===== src/pspf_pkg.sv =====
// Shared types, codes and constants of the power stage fault protector.
// Used by pspf_fault_merge and power_stage_fault_protector_core.
// No dependencies.
package pspf_pkg;

  // Configurable sizing
  localparam int PHASES          = 4;
  localparam int PHASE_FIELDS    = 4;
  localparam int LANES           = (PHASES < PHASE_FIELDS) ? PHASES : PHASE_FIELDS;
  localparam int OCP_HOLD_US     = 1000;
  localparam int VOUT_NOMINAL_MV = 12000;
  localparam int SOFTSTART_MARGIN_MV = 300;

  // Hold timer width: holds 0..OCP_HOLD_US
  localparam int TMR_W = $clog2(OCP_HOLD_US + 1);
  // Width of timer plus elapsed step without overflow
  localparam int SUM_W = ((TMR_W > 16) ? TMR_W : 16) + 1;

  localparam logic [TMR_W-1:0] HOLD_TMR = TMR_W'(OCP_HOLD_US);
  localparam logic [SUM_W-1:0] HOLD_SUM = SUM_W'(OCP_HOLD_US);
  localparam logic [15:0] SOFTSTART_MV = 16'(VOUT_NOMINAL_MV - SOFTSTART_MARGIN_MV);

  // Port widths
  localparam int IN_DATA_W  = 152;
  localparam int IN_USER_W  = 2;
  localparam int OUT_DATA_W = 8;
  localparam int CFG_ADDR_W = 3;
  localparam int CFG_DATA_W = 18;

  // Item operation codes
  typedef enum logic [1:0] {
    OP_EVAL  = 2'd0,
    OP_CLEAR = 2'd1,
    OP_BRAKE = 2'd2
  } op_t;

  // Fault codes
  typedef enum logic [3:0] {
    FLT_OK        = 4'd0,
    FLT_PHASE_OCP = 4'd1,
    FLT_OUT_OCP   = 4'd2,
    FLT_SHORT     = 4'd3,
    FLT_OVP       = 4'd4,
    FLT_VIN_OVER  = 4'd5,
    FLT_VIN_UNDER = 4'd6,
    FLT_OVERTEMP  = 4'd7,
    FLT_HW_BRAKE  = 4'd8
  } fault_t;

  // Sequencer state, one-hot
  typedef enum logic [3:0] {
    SEQ_IDLE  = 4'b0001,
    SEQ_SOFT  = 4'b0010,
    SEQ_RUN   = 4'b0100,
    SEQ_FAULT = 4'b1000
  } seq_t;

  // Reported run phase codes
  localparam logic [1:0] RUN_IDLE  = 2'd0;
  localparam logic [1:0] RUN_SOFT  = 2'd1;
  localparam logic [1:0] RUN_RUN   = 2'd2;
  localparam logic [1:0] RUN_FAULT = 2'd3;

  // Register indexes
  localparam logic [CFG_ADDR_W-1:0] REG_OVP        = 3'd0;
  localparam logic [CFG_ADDR_W-1:0] REG_VIN_OVER   = 3'd1;
  localparam logic [CFG_ADDR_W-1:0] REG_VIN_UNDER  = 3'd2;
  localparam logic [CFG_ADDR_W-1:0] REG_OVER_TEMP  = 3'd3;
  localparam logic [CFG_ADDR_W-1:0] REG_SHORT_VOUT = 3'd4;
  localparam logic [CFG_ADDR_W-1:0] REG_SHORT_IOUT = 3'd5;
  localparam logic [CFG_ADDR_W-1:0] REG_PHASE_OVER = 3'd6;
  localparam logic [CFG_ADDR_W-1:0] REG_OUT_OVER   = 3'd7;

  // Input word, last field (vout_mv) in the lowest bits
  typedef struct packed {
    logic [3:0]         pad;
    logic [15:0]        elapsed_us;
    logic signed [17:0] phase3_current_ma;
    logic signed [17:0] phase2_current_ma;
    logic signed [17:0] phase1_current_ma;
    logic signed [17:0] phase0_current_ma;
    logic signed [18:0] iout_ma;
    logic signed [8:0]  temp_c;
    logic [15:0]        vin_mv;
    logic [15:0]        vout_mv;
  } in_word_t;

  typedef struct packed {
    logic [15:0]        ovp_limit_mv;
    logic [15:0]        vin_over_limit_mv;
    logic [15:0]        vin_under_limit_mv;
    logic signed [8:0]  over_temp_limit_c;
    logic [15:0]        short_vout_limit_mv;
    logic [17:0]        short_iout_limit_ma;
    logic [16:0]        phase_over_limit_ma;
    logic [17:0]        out_over_limit_ma;
  } cfg_t;

  typedef struct packed {
    logic [1:0] run_phase;
    logic [3:0] fault_code;
  } result_t;

  function automatic logic [1:0] seq_to_phase(seq_t s);
    logic [1:0] p;
    case (s)
      SEQ_IDLE:  p = RUN_IDLE;
      SEQ_SOFT:  p = RUN_SOFT;
      SEQ_RUN:   p = RUN_RUN;
      SEQ_FAULT: p = RUN_FAULT;
      default:   p = RUN_IDLE;
    endcase
    return p;
  endfunction

endpackage


===== src/pspf_phase_lane.sv =====
// One phase overcurrent lane: compares a signed phase current to its limit.
// Depends on no other file.
module pspf_phase_lane (
  input  logic signed [17:0] phase_ma,
  input  logic [16:0]        limit_ma,
  output logic               trip
);

  // Zero-extend the unsigned limit into the signed domain
  assign trip = phase_ma > $signed({1'b0, limit_ma});

endmodule


===== src/pspf_fault_merge.sv =====
// Fault priority merge, output overcurrent hold timer and run sequencer.
// Depends on pspf_pkg; takes the phase lane trips from pspf_phase_lane.
module pspf_fault_merge (
  input  logic                          clk,
  input  logic                          rst_n,
  input  logic                          accept,
  input  logic [1:0]                    operation,
  input  pspf_pkg::in_word_t            word,
  input  pspf_pkg::cfg_t                cfg,
  input  logic [pspf_pkg::LANES-1:0]    lane_trip,
  output pspf_pkg::result_t             result
);

  pspf_pkg::seq_t                   seq_r, seq_nxt;
  pspf_pkg::fault_t                 stored_r, stored_nxt;
  logic                             brake_r, brake_nxt;
  logic [pspf_pkg::TMR_W-1:0]       tmr_r, tmr_nxt;

  pspf_pkg::fault_t                 picked;
  pspf_pkg::fault_t                 code;
  logic                             oc_over;
  logic [pspf_pkg::SUM_W-1:0]       tmr_sum;
  logic [pspf_pkg::SUM_W-1:0]       tmr_sat;

  // Fixed priority pick of the instantaneous faults
  always_comb begin
    if (word.vout_mv >= cfg.ovp_limit_mv) begin
      picked = pspf_pkg::FLT_OVP;
    end else if (word.vin_mv >= cfg.vin_over_limit_mv) begin
      picked = pspf_pkg::FLT_VIN_OVER;
    end else if (word.vin_mv != 16'd0 && word.vin_mv < cfg.vin_under_limit_mv) begin
      picked = pspf_pkg::FLT_VIN_UNDER;
    end else if (word.temp_c >= cfg.over_temp_limit_c) begin
      picked = pspf_pkg::FLT_OVERTEMP;
    end else if (word.vout_mv < cfg.short_vout_limit_mv &&
                 word.iout_ma > $signed({1'b0, cfg.short_iout_limit_ma})) begin
      picked = pspf_pkg::FLT_SHORT;
    end else if (|lane_trip) begin
      picked = pspf_pkg::FLT_PHASE_OCP;
    end else begin
      picked = pspf_pkg::FLT_OK;
    end
  end

  // Hold timer: accumulate while over the output limit, saturate at hold time
  assign oc_over = word.iout_ma > $signed({1'b0, cfg.out_over_limit_ma});
  assign tmr_sum = pspf_pkg::SUM_W'(tmr_r) + pspf_pkg::SUM_W'(word.elapsed_us);
  assign tmr_sat = (tmr_sum > pspf_pkg::HOLD_SUM) ? pspf_pkg::HOLD_SUM : tmr_sum;

  // Timed overcurrent overrides whatever else was picked
  assign code = (oc_over && tmr_sat >= pspf_pkg::HOLD_SUM) ? pspf_pkg::FLT_OUT_OCP : picked;

  always_comb begin
    seq_nxt    = seq_r;
    stored_nxt = stored_r;
    brake_nxt  = brake_r;
    tmr_nxt    = tmr_r;
    case (operation)
      pspf_pkg::OP_EVAL: begin
        if (seq_r == pspf_pkg::SEQ_FAULT) begin
          seq_nxt = pspf_pkg::SEQ_FAULT;
        end else if (brake_r) begin
          stored_nxt = pspf_pkg::FLT_HW_BRAKE;
          seq_nxt    = pspf_pkg::SEQ_FAULT;
        end else begin
          tmr_nxt = oc_over ? tmr_sat[pspf_pkg::TMR_W-1:0] : '0;
          if (code != pspf_pkg::FLT_OK) begin
            stored_nxt = code;
            seq_nxt    = pspf_pkg::SEQ_FAULT;
          end else if (seq_r == pspf_pkg::SEQ_IDLE) begin
            seq_nxt = pspf_pkg::SEQ_SOFT;
          end else if (seq_r == pspf_pkg::SEQ_SOFT &&
                       word.vout_mv >= pspf_pkg::SOFTSTART_MV) begin
            seq_nxt = pspf_pkg::SEQ_RUN;
          end
        end
      end
      pspf_pkg::OP_CLEAR: begin
        // a short circuit stays latched
        if (stored_r != pspf_pkg::FLT_SHORT) begin
          seq_nxt    = pspf_pkg::SEQ_IDLE;
          stored_nxt = pspf_pkg::FLT_OK;
          brake_nxt  = 1'b0;
          tmr_nxt    = '0;
        end
      end
      pspf_pkg::OP_BRAKE: begin
        brake_nxt = 1'b1;
      end
      default: begin
      end
    endcase
  end

  // The reported code is always the stored fault after the item
  assign result.fault_code = stored_nxt;
  assign result.run_phase  = pspf_pkg::seq_to_phase(seq_nxt);

  always_ff @(posedge clk) begin
    if (!rst_n) begin
      seq_r    <= pspf_pkg::SEQ_IDLE;
      stored_r <= pspf_pkg::FLT_OK;
      brake_r  <= 1'b0;
      tmr_r    <= '0;
    end else if (accept) begin
      seq_r    <= seq_nxt;
      stored_r <= stored_nxt;
      brake_r  <= brake_nxt;
      tmr_r    <= tmr_nxt;
    end
  end

`ifndef NO_ASSERTIONS
  a_fault_state_matches: assert property (@(posedge clk) disable iff (!rst_n)
    (seq_r == pspf_pkg::SEQ_FAULT) == (stored_r != pspf_pkg::FLT_OK))
    else $error("sequencer fault state and stored fault disagree");

  a_timer_bounded: assert property (@(posedge clk) disable iff (!rst_n)
    tmr_r <= pspf_pkg::HOLD_TMR)
    else $error("hold timer above hold time");

  a_short_sticky: assert property (@(posedge clk) disable iff (!rst_n)
    stored_r == pspf_pkg::FLT_SHORT |=> stored_r == pspf_pkg::FLT_SHORT)
    else $error("short circuit fault released");

  a_idle_no_update: assert property (@(posedge clk) disable iff (!rst_n)
    !accept |=> $stable(seq_r) && $stable(stored_r) && $stable(tmr_r))
    else $error("state moved without an accepted word");
`endif

endmodule


===== src/power_stage_fault_protector_core.sv =====
// Power stage fault protector, top level: config registers, phase lanes,
// fault merge and a two-entry output buffer. Depends on pspf_pkg,
// pspf_phase_lane and pspf_fault_merge.
//
// Fault supervisor for a multiphase buck stage. Each input word is one item:
// evaluate (tuser 0), clear (1) or hardware brake (2); every word yields exactly
// one result word carrying the fault code and run phase after the item. One
// word is taken per clock: the phase overcurrent compares run in parallel
// lanes, one per phase, and a single merge stage picks the fault by priority
// and updates the sequencer in the accept cycle. The result is registered in the
// output register, or in the skid entry while that one is full. The two entries let
// the input keep taking words while a result waits; in_tready drops only when
// both entries are full. Configuration writes land at the next clock edge and
// should be issued only while no results are outstanding.
module power_stage_fault_protector_core (
  input  logic                                clk,
  input  logic                                rst_n,
  // Input stream
  input  logic                                in_tvalid,
  output logic                                in_tready,
  // tdata: vout_mv, vin_mv, temp_c, iout_ma, phase0..3_current_ma, elapsed_us, pad
  input  logic [pspf_pkg::IN_DATA_W-1:0]      in_tdata,
  // tuser: operation
  input  logic [pspf_pkg::IN_USER_W-1:0]      in_tuser,
  // Result stream
  output logic                                out_tvalid,
  input  logic                                out_tready,
  // tdata: fault_code [3:0], run_phase [5:4], pad
  output logic [pspf_pkg::OUT_DATA_W-1:0]     out_tdata,
  // Configuration write port
  input  logic                                cfg_we,
  input  logic [pspf_pkg::CFG_ADDR_W-1:0]     cfg_addr,
  input  logic [pspf_pkg::CFG_DATA_W-1:0]     cfg_wdata
);

  pspf_pkg::in_word_t               word;
  pspf_pkg::cfg_t                   cfg_r;
  pspf_pkg::result_t                res;
  pspf_pkg::result_t                out_res_r, out_res_nxt;
  pspf_pkg::result_t                skid_res_r, skid_res_nxt;
  logic                             out_valid_r, out_valid_nxt;
  logic                             skid_valid_r, skid_valid_nxt;
  logic                             in_acc;
  logic                             out_take;
  logic signed [17:0]               phase_ma [pspf_pkg::PHASE_FIELDS];
  logic [pspf_pkg::LANES-1:0]       lane_trip;

  assign word = pspf_pkg::in_word_t'(in_tdata);

  assign phase_ma[0] = word.phase0_current_ma;
  assign phase_ma[1] = word.phase1_current_ma;
  assign phase_ma[2] = word.phase2_current_ma;
  assign phase_ma[3] = word.phase3_current_ma;

  // Config registers: write at the edge, no read-back
  always_ff @(posedge clk) begin
    if (!rst_n) begin
      cfg_r.ovp_limit_mv        <= 16'd13500;
      cfg_r.vin_over_limit_mv   <= 16'd60000;
      cfg_r.vin_under_limit_mv  <= 16'd9000;
      cfg_r.over_temp_limit_c   <= 9'sd100;
      cfg_r.short_vout_limit_mv <= 16'd3000;
      cfg_r.short_iout_limit_ma <= 18'd220000;
      cfg_r.phase_over_limit_ma <= 17'd60000;
      cfg_r.out_over_limit_ma   <= 18'd210000;
    end else if (cfg_we) begin
      case (cfg_addr)
        pspf_pkg::REG_OVP:        cfg_r.ovp_limit_mv        <= cfg_wdata[15:0];
        pspf_pkg::REG_VIN_OVER:   cfg_r.vin_over_limit_mv   <= cfg_wdata[15:0];
        pspf_pkg::REG_VIN_UNDER:  cfg_r.vin_under_limit_mv  <= cfg_wdata[15:0];
        pspf_pkg::REG_OVER_TEMP:  cfg_r.over_temp_limit_c   <= $signed(cfg_wdata[8:0]);
        pspf_pkg::REG_SHORT_VOUT: cfg_r.short_vout_limit_mv <= cfg_wdata[15:0];
        pspf_pkg::REG_SHORT_IOUT: cfg_r.short_iout_limit_ma <= cfg_wdata[17:0];
        pspf_pkg::REG_PHASE_OVER: cfg_r.phase_over_limit_ma <= cfg_wdata[16:0];
        pspf_pkg::REG_OUT_OVER:   cfg_r.out_over_limit_ma   <= cfg_wdata[17:0];
        default: begin
        end
      endcase
    end
  end

  // One compare lane per checked phase
  for (genvar g = 0; g < pspf_pkg::LANES; g++) begin : g_lane
    pspf_phase_lane u_lane (
      .phase_ma (phase_ma[g]),
      .limit_ma (cfg_r.phase_over_limit_ma),
      .trip     (lane_trip[g])
    );
  end

  pspf_fault_merge u_merge (
    .clk       (clk),
    .rst_n     (rst_n),
    .accept    (in_acc),
    .operation (in_tuser),
    .word      (word),
    .cfg       (cfg_r),
    .lane_trip (lane_trip),
    .result    (res)
  );

  // Output register plus skid entry
  assign in_tready = !skid_valid_r;
  assign in_acc    = in_tvalid && in_tready;
  assign out_take  = out_valid_r && out_tready;

  always_comb begin
    out_valid_nxt  = out_valid_r;
    out_res_nxt    = out_res_r;
    skid_valid_nxt = skid_valid_r;
    skid_res_nxt   = skid_res_r;
    if (skid_valid_r) begin
      // input is stalled; drain skid into output when taken
      if (out_take) begin
        out_res_nxt    = skid_res_r;
        skid_valid_nxt = 1'b0;
      end
    end else if (in_acc) begin
      if (!out_valid_r || out_take) begin
        out_valid_nxt = 1'b1;
        out_res_nxt   = res;
      end else begin
        skid_valid_nxt = 1'b1;
        skid_res_nxt   = res;
      end
    end else if (out_take) begin
      out_valid_nxt = 1'b0;
    end
  end

  always_ff @(posedge clk) begin
    if (!rst_n) begin
      out_valid_r  <= 1'b0;
      skid_valid_r <= 1'b0;
    end else begin
      out_valid_r  <= out_valid_nxt;
      skid_valid_r <= skid_valid_nxt;
    end
  end

  // Payload needs no reset
  always_ff @(posedge clk) begin
    out_res_r  <= out_res_nxt;
    skid_res_r <= skid_res_nxt;
  end

  assign out_tvalid = out_valid_r;
  assign out_tdata  = {2'b00, out_res_r};

`ifndef NO_ASSERTIONS
  a_skid_behind_out: assert property (@(posedge clk) disable iff (!rst_n)
    skid_valid_r |-> out_valid_r)
    else $error("skid entry full while output register empty");

  a_accept_fills: assert property (@(posedge clk) disable iff (!rst_n)
    in_acc |=> out_valid_r)
    else $error("accepted word produced no pending result");

  a_skid_order: assert property (@(posedge clk) disable iff (!rst_n)
    skid_valid_r && out_take |=> out_valid_r && out_res_r == $past(skid_res_r))
    else $error("skid entry not forwarded in order");
`endif

endmodule


===== config.mk =====
export PLATFORM = sky130hd
export DESIGN_NAME = power_stage_fault_protector_core
export DESIGN_NICKNAME = d
export VERILOG_FILES = /design/src/pspf_pkg.sv /design/src/pspf_phase_lane.sv /design/src/pspf_fault_merge.sv /design/src/power_stage_fault_protector_core.sv
export SDC_FILE = /design/constraint.sdc
export NUM_CORES = 1
export LEC_CHECK = 0
export BUFFER_PORTS_ARGS = -buffer_cell sky130_fd_sc_hd__buf_2
export CORE_MARGIN = 3
export CORE_UTILIZATION = 52
export DETAILED_ROUTE_END_ITERATION = 8
export PLACE_DENSITY = 0.76
export SLEW_MARGIN = 20
export SYNTH_ARGS = -nofsm -noshare
export SYNTH_HDL_FRONTEND = slang
export SYNTH_SLANG_ARGS = --single-unit

===== constraint.sdc =====
create_clock -name clk -period 3.1 [get_ports clk]
set_input_delay 0.155 -clock clk [delete_from_list [all_inputs] [get_ports clk]]
set_output_delay 0.155 -clock clk [all_outputs]
set_load 0.01 [all_outputs]

==> key figures <==
Power
  – Power per cell area: 392 nW/µm²
  – Clk pwr share: 0.405
  – Cell leakage power: roughly 0.006 µW
  – Register share of total power: 0.406
  – Int Power: 3780 µW
  – Worst VDD drop: about 0.38 mV
  – Net switching power: between 1500 and 2000 µW
  – Net Sw Frac: 0.292
  – Total Power: approximately 5300 µW
  – Combinational Power Share: 0.189

Timing
  – Rel. slew slack: 0.408
  – Final TNS setup: -2.07 ns
  – Hold Slack: between 0.06 and 0.07 ns
  – Highest clock rate: 297 MHz
  – Minimum clock period after layout: 3.37 ns
  – Final setup margin: -0.272 ns
  – Final setup fails: 16
  – Worst Tran Pin Value: slightly below 0.9 ns
  – Period utilization: 1.09
  – Hold Violations, Final: 0
  – RSZ-0062 raised after global routing: yes
  – Clock Skew: 0.0126 ns
  – Fin. max-slew vios: 0

Synth
  – Asr flop ratio synth: 0
  – Synthesized cell area: 11000 µm²
  – Adder-cell share of the synthesized area: 0.212
  – Synth Area in Compound Gates: 0.217
  – Register area share after synthesis: 0.300
  – Synth top area cells: dfxtp_1, ha_1, nand2_1
  – Post-synth EDFFs: 12
  – Commonest cells in the netlist: nand2_1, ha_1, a21oi_1, dfxtp_1, inv_1
  – Synth cell types: 79
  – Largest family of logic cells by synthesized area: compound AO/OA/AOI/OAI gates
  – Synth warnings: 0
  – Post-Syn Instances: roughly 1400
  – Yosys reg bits: 159
  – Post-Syn Area per Cell: 7.94 µm²
  – Synth area leader: dfxtp_1
  – Simple-gate share of the synthesized area: 0.188
  – Ys flop type: dfxtp_1
  – Multiplexer share of the synthesized area: 0.00204
  – Most frequent cell after synthesis: nand2_1
  – Synth top area share: 0.267
  – Xor-xnor portion of the synthesized cell area: 0.0103

Routing
  – Vias per Instance: 5.69
  – Routed Antenna Nets: 0
  – Starting DRC count in detailed routing: 666
  – DRT Wirelength: roughly 32 mm
  – Via Count: 10900
  – DR DRC count: 0
  – DR pass1 iterations: 5
  – Wire per inst: around 17 µm

Run status
  – Failing checks: setup timing
  – Status: finished with violations

Clock network
  – TritonCTS clock tree: built
  – Worst skew pair latency: between 0.4 and 0.5 ns
  – Clock Tree Root: clkbuf_16
  – CTS H-tree lvls: 4
  – Clock Tree Buf Depth: 2
  – Clock sink count: approximately 160
  – TritonCTS buffer count: 17
  – Clk pin slew, worst setup/hold paths: 0.07 ns

Worst setup path
  – Crit path kind: reg2reg
  – Crit path largest cell delay: 0.40 ns
  – Crit path buffers/inverters: 2
  – Worst Path Max Fanout: 5
  – Critical Path, Cell by Cell: ha_4 > fa_2 > a211oi_2 > o21bai_1 > a21oi_1 > xor2_1 > nor4_4 > a21oi_2 > a21oi_4 > buf_4 > buf_6 > or3_4 > nand3_2 > a21boi_2 > o22a_1
  – Worst setup SP type: register
  – CP arrival: about 3.6 ns
  – Critical Path Sink Type: register
  – CP required: between 3 and 4 ns
  – Slowest cell on the critical path: fa_2
  – CP delay by family, top: compound AO/OA/AOI/OAI gates

Layout
  – Fill cells: between 1500 and 2000
  – Final core utilization: 0.664
  – Flip-flop and latch area: 3310 µm²
  – Area of the multi-input gates: 7130 µm²
  – Fraction of layout cells with a size suffix above 1: 0.221
  – Final #Nets: 2002
  – Area growth syn-to-layout: 23.5%

Placement
  – Routability cong.: 0.918
  – Final HPWL DP: 24.6 mm
  – IO Port Bufs: 183

Floorplan
  – Die Ht: 152 µm
  – Die area: 23000 µm²
  – Row Count: 52
  – Top Ports: 190
  – Core footprint: 20500 µm²
  – Initial Util: 0.537
  – DIE WIDTH: 152 µm

GRT
  – GRT Util Overall: 0.282
  – First-pass GRT wire length: 51.4 mm
  – Vias in the first global route: approximately 11000
  – Initial antenna violation count: 2
  – Pin count of the biggest net entering global routing: 66
  – Global route overflow: 0

Run
  – Max-Cap Viols: 0

Worst hold path
  – Hold WC Path Type: in2reg
## flip-flops by register name, indices dropped and copies added (netlist names)
signal and flops:
u_merge.tmr_r 10, u_merge.brake_r 1, out_tdata 6, u_merge.stored_r 4, u_merge.seq_r 4, skid_res_r 6, out_tvalid 1, cfg_r 126
skid_valid_r 1
## cell usage in the layout, fill, tap and decap left out, types with 9 or more instances in the layout
cell and instances:
nor2_1 59, edfxtp_1 12, inv_1 139, a31oi_1 11
o211ai_1 64, clkbuf_16 17, nand2b_1 13, buf_2 183
a21boi_0 9, nand2_1 263, a21oi_1 147, o21a_1 12
nor4_1 11, nor2b_1 10, nand3_1 28, o21ai_1 10
nand4_1 20, buf_4 96, o31ai_1 9, o21ai_0 33
a211oi_1 14, dfxtp_1 145, ha_1 183, a21o_1 12
nor3_1 11
## repair_timing
item	4_1_cts	5_1_grt
hold buffers	3	0
setup endpoints to repair	20	24
resized for setup	19	14
endpoints found under the hold margin	6	0
pin swaps	15	7
buffers inserted	2	4
## final timing paths
| path | from | endpoint | slack [ns] | depth (start not counted) |
|---|---|---|---|---|
| worst min register to register | cfg_r[22] | cfg_r[22] | 0.46 | 2 |
| worst max-delay path | u_merge.tmr_r[0] | out_tdata[2] | -0.27 | 15 |
| worst max register to register | u_merge.tmr_r[0] | out_tdata[2] | -0.27 | 15 |
| worst min-delay path | cfg_wdata[1] | cfg_r[95] | 0.07 | 3 |
## worst min-delay path, stage by stage
cell     delay [ns]
buf_2          0.18
nand2_1        0.08
a21oi_1        0.05
## cell families after synthesis
kind of cell | count (synthesis)
compound gates | 373
simple gates | 457
fa+ha+maj | 186
buf+inv | 196
mux | 2
other cells | 1
xor+xnor | 13
flops | 159
## power by group through the flow
stage	combinational, µW	clock, µW	sequential [µW]
after floorplan	551	0	2210
after global placement	929	0	2210
after detailed placement	957	0	2210
after CTS	985	2190	2170
after global routing	1130	2260	2170
final	1010	2160	2170
## layer usage
layer	track usage	wire, µm	vias to the layer above
met3	0.0479	2290	67
met4	0.102	967	2
met5	0	10	-
li1	-	-	5398
met2	0.471	15200	394
met1	0.366	14000	5056
## cell type report
| cell class | instances | area share |
|---|---|---|
| Timing Repair Buffer | 284 | 0.125 |
| Multi-Input combinational cell | 1033 | 0.524 |
| Clock inverter | 15 | 0.0130 |
| Sequential cell | 159 | 0.243 |
| Tap cell | 270 | 0.0248 |
| Clock buffer | 17 | 0.0313 |
| Antenna cell | 1 | 0.000184 |
| Inverter | 141 | 0.0389 |
## metrics by stage
step                instance area, µm²  std cells  worst slack [ns]
floorplan                        11100       1388            0.0162
global placement                 12800       1878            -0.393
detailed placement               12800       1878            -0.450
CTS                              13500       1915            -0.206
finish                           13600       1920            -0.272
global route                     13600       1920            -0.459
Power figures use the tool's default switching activity.
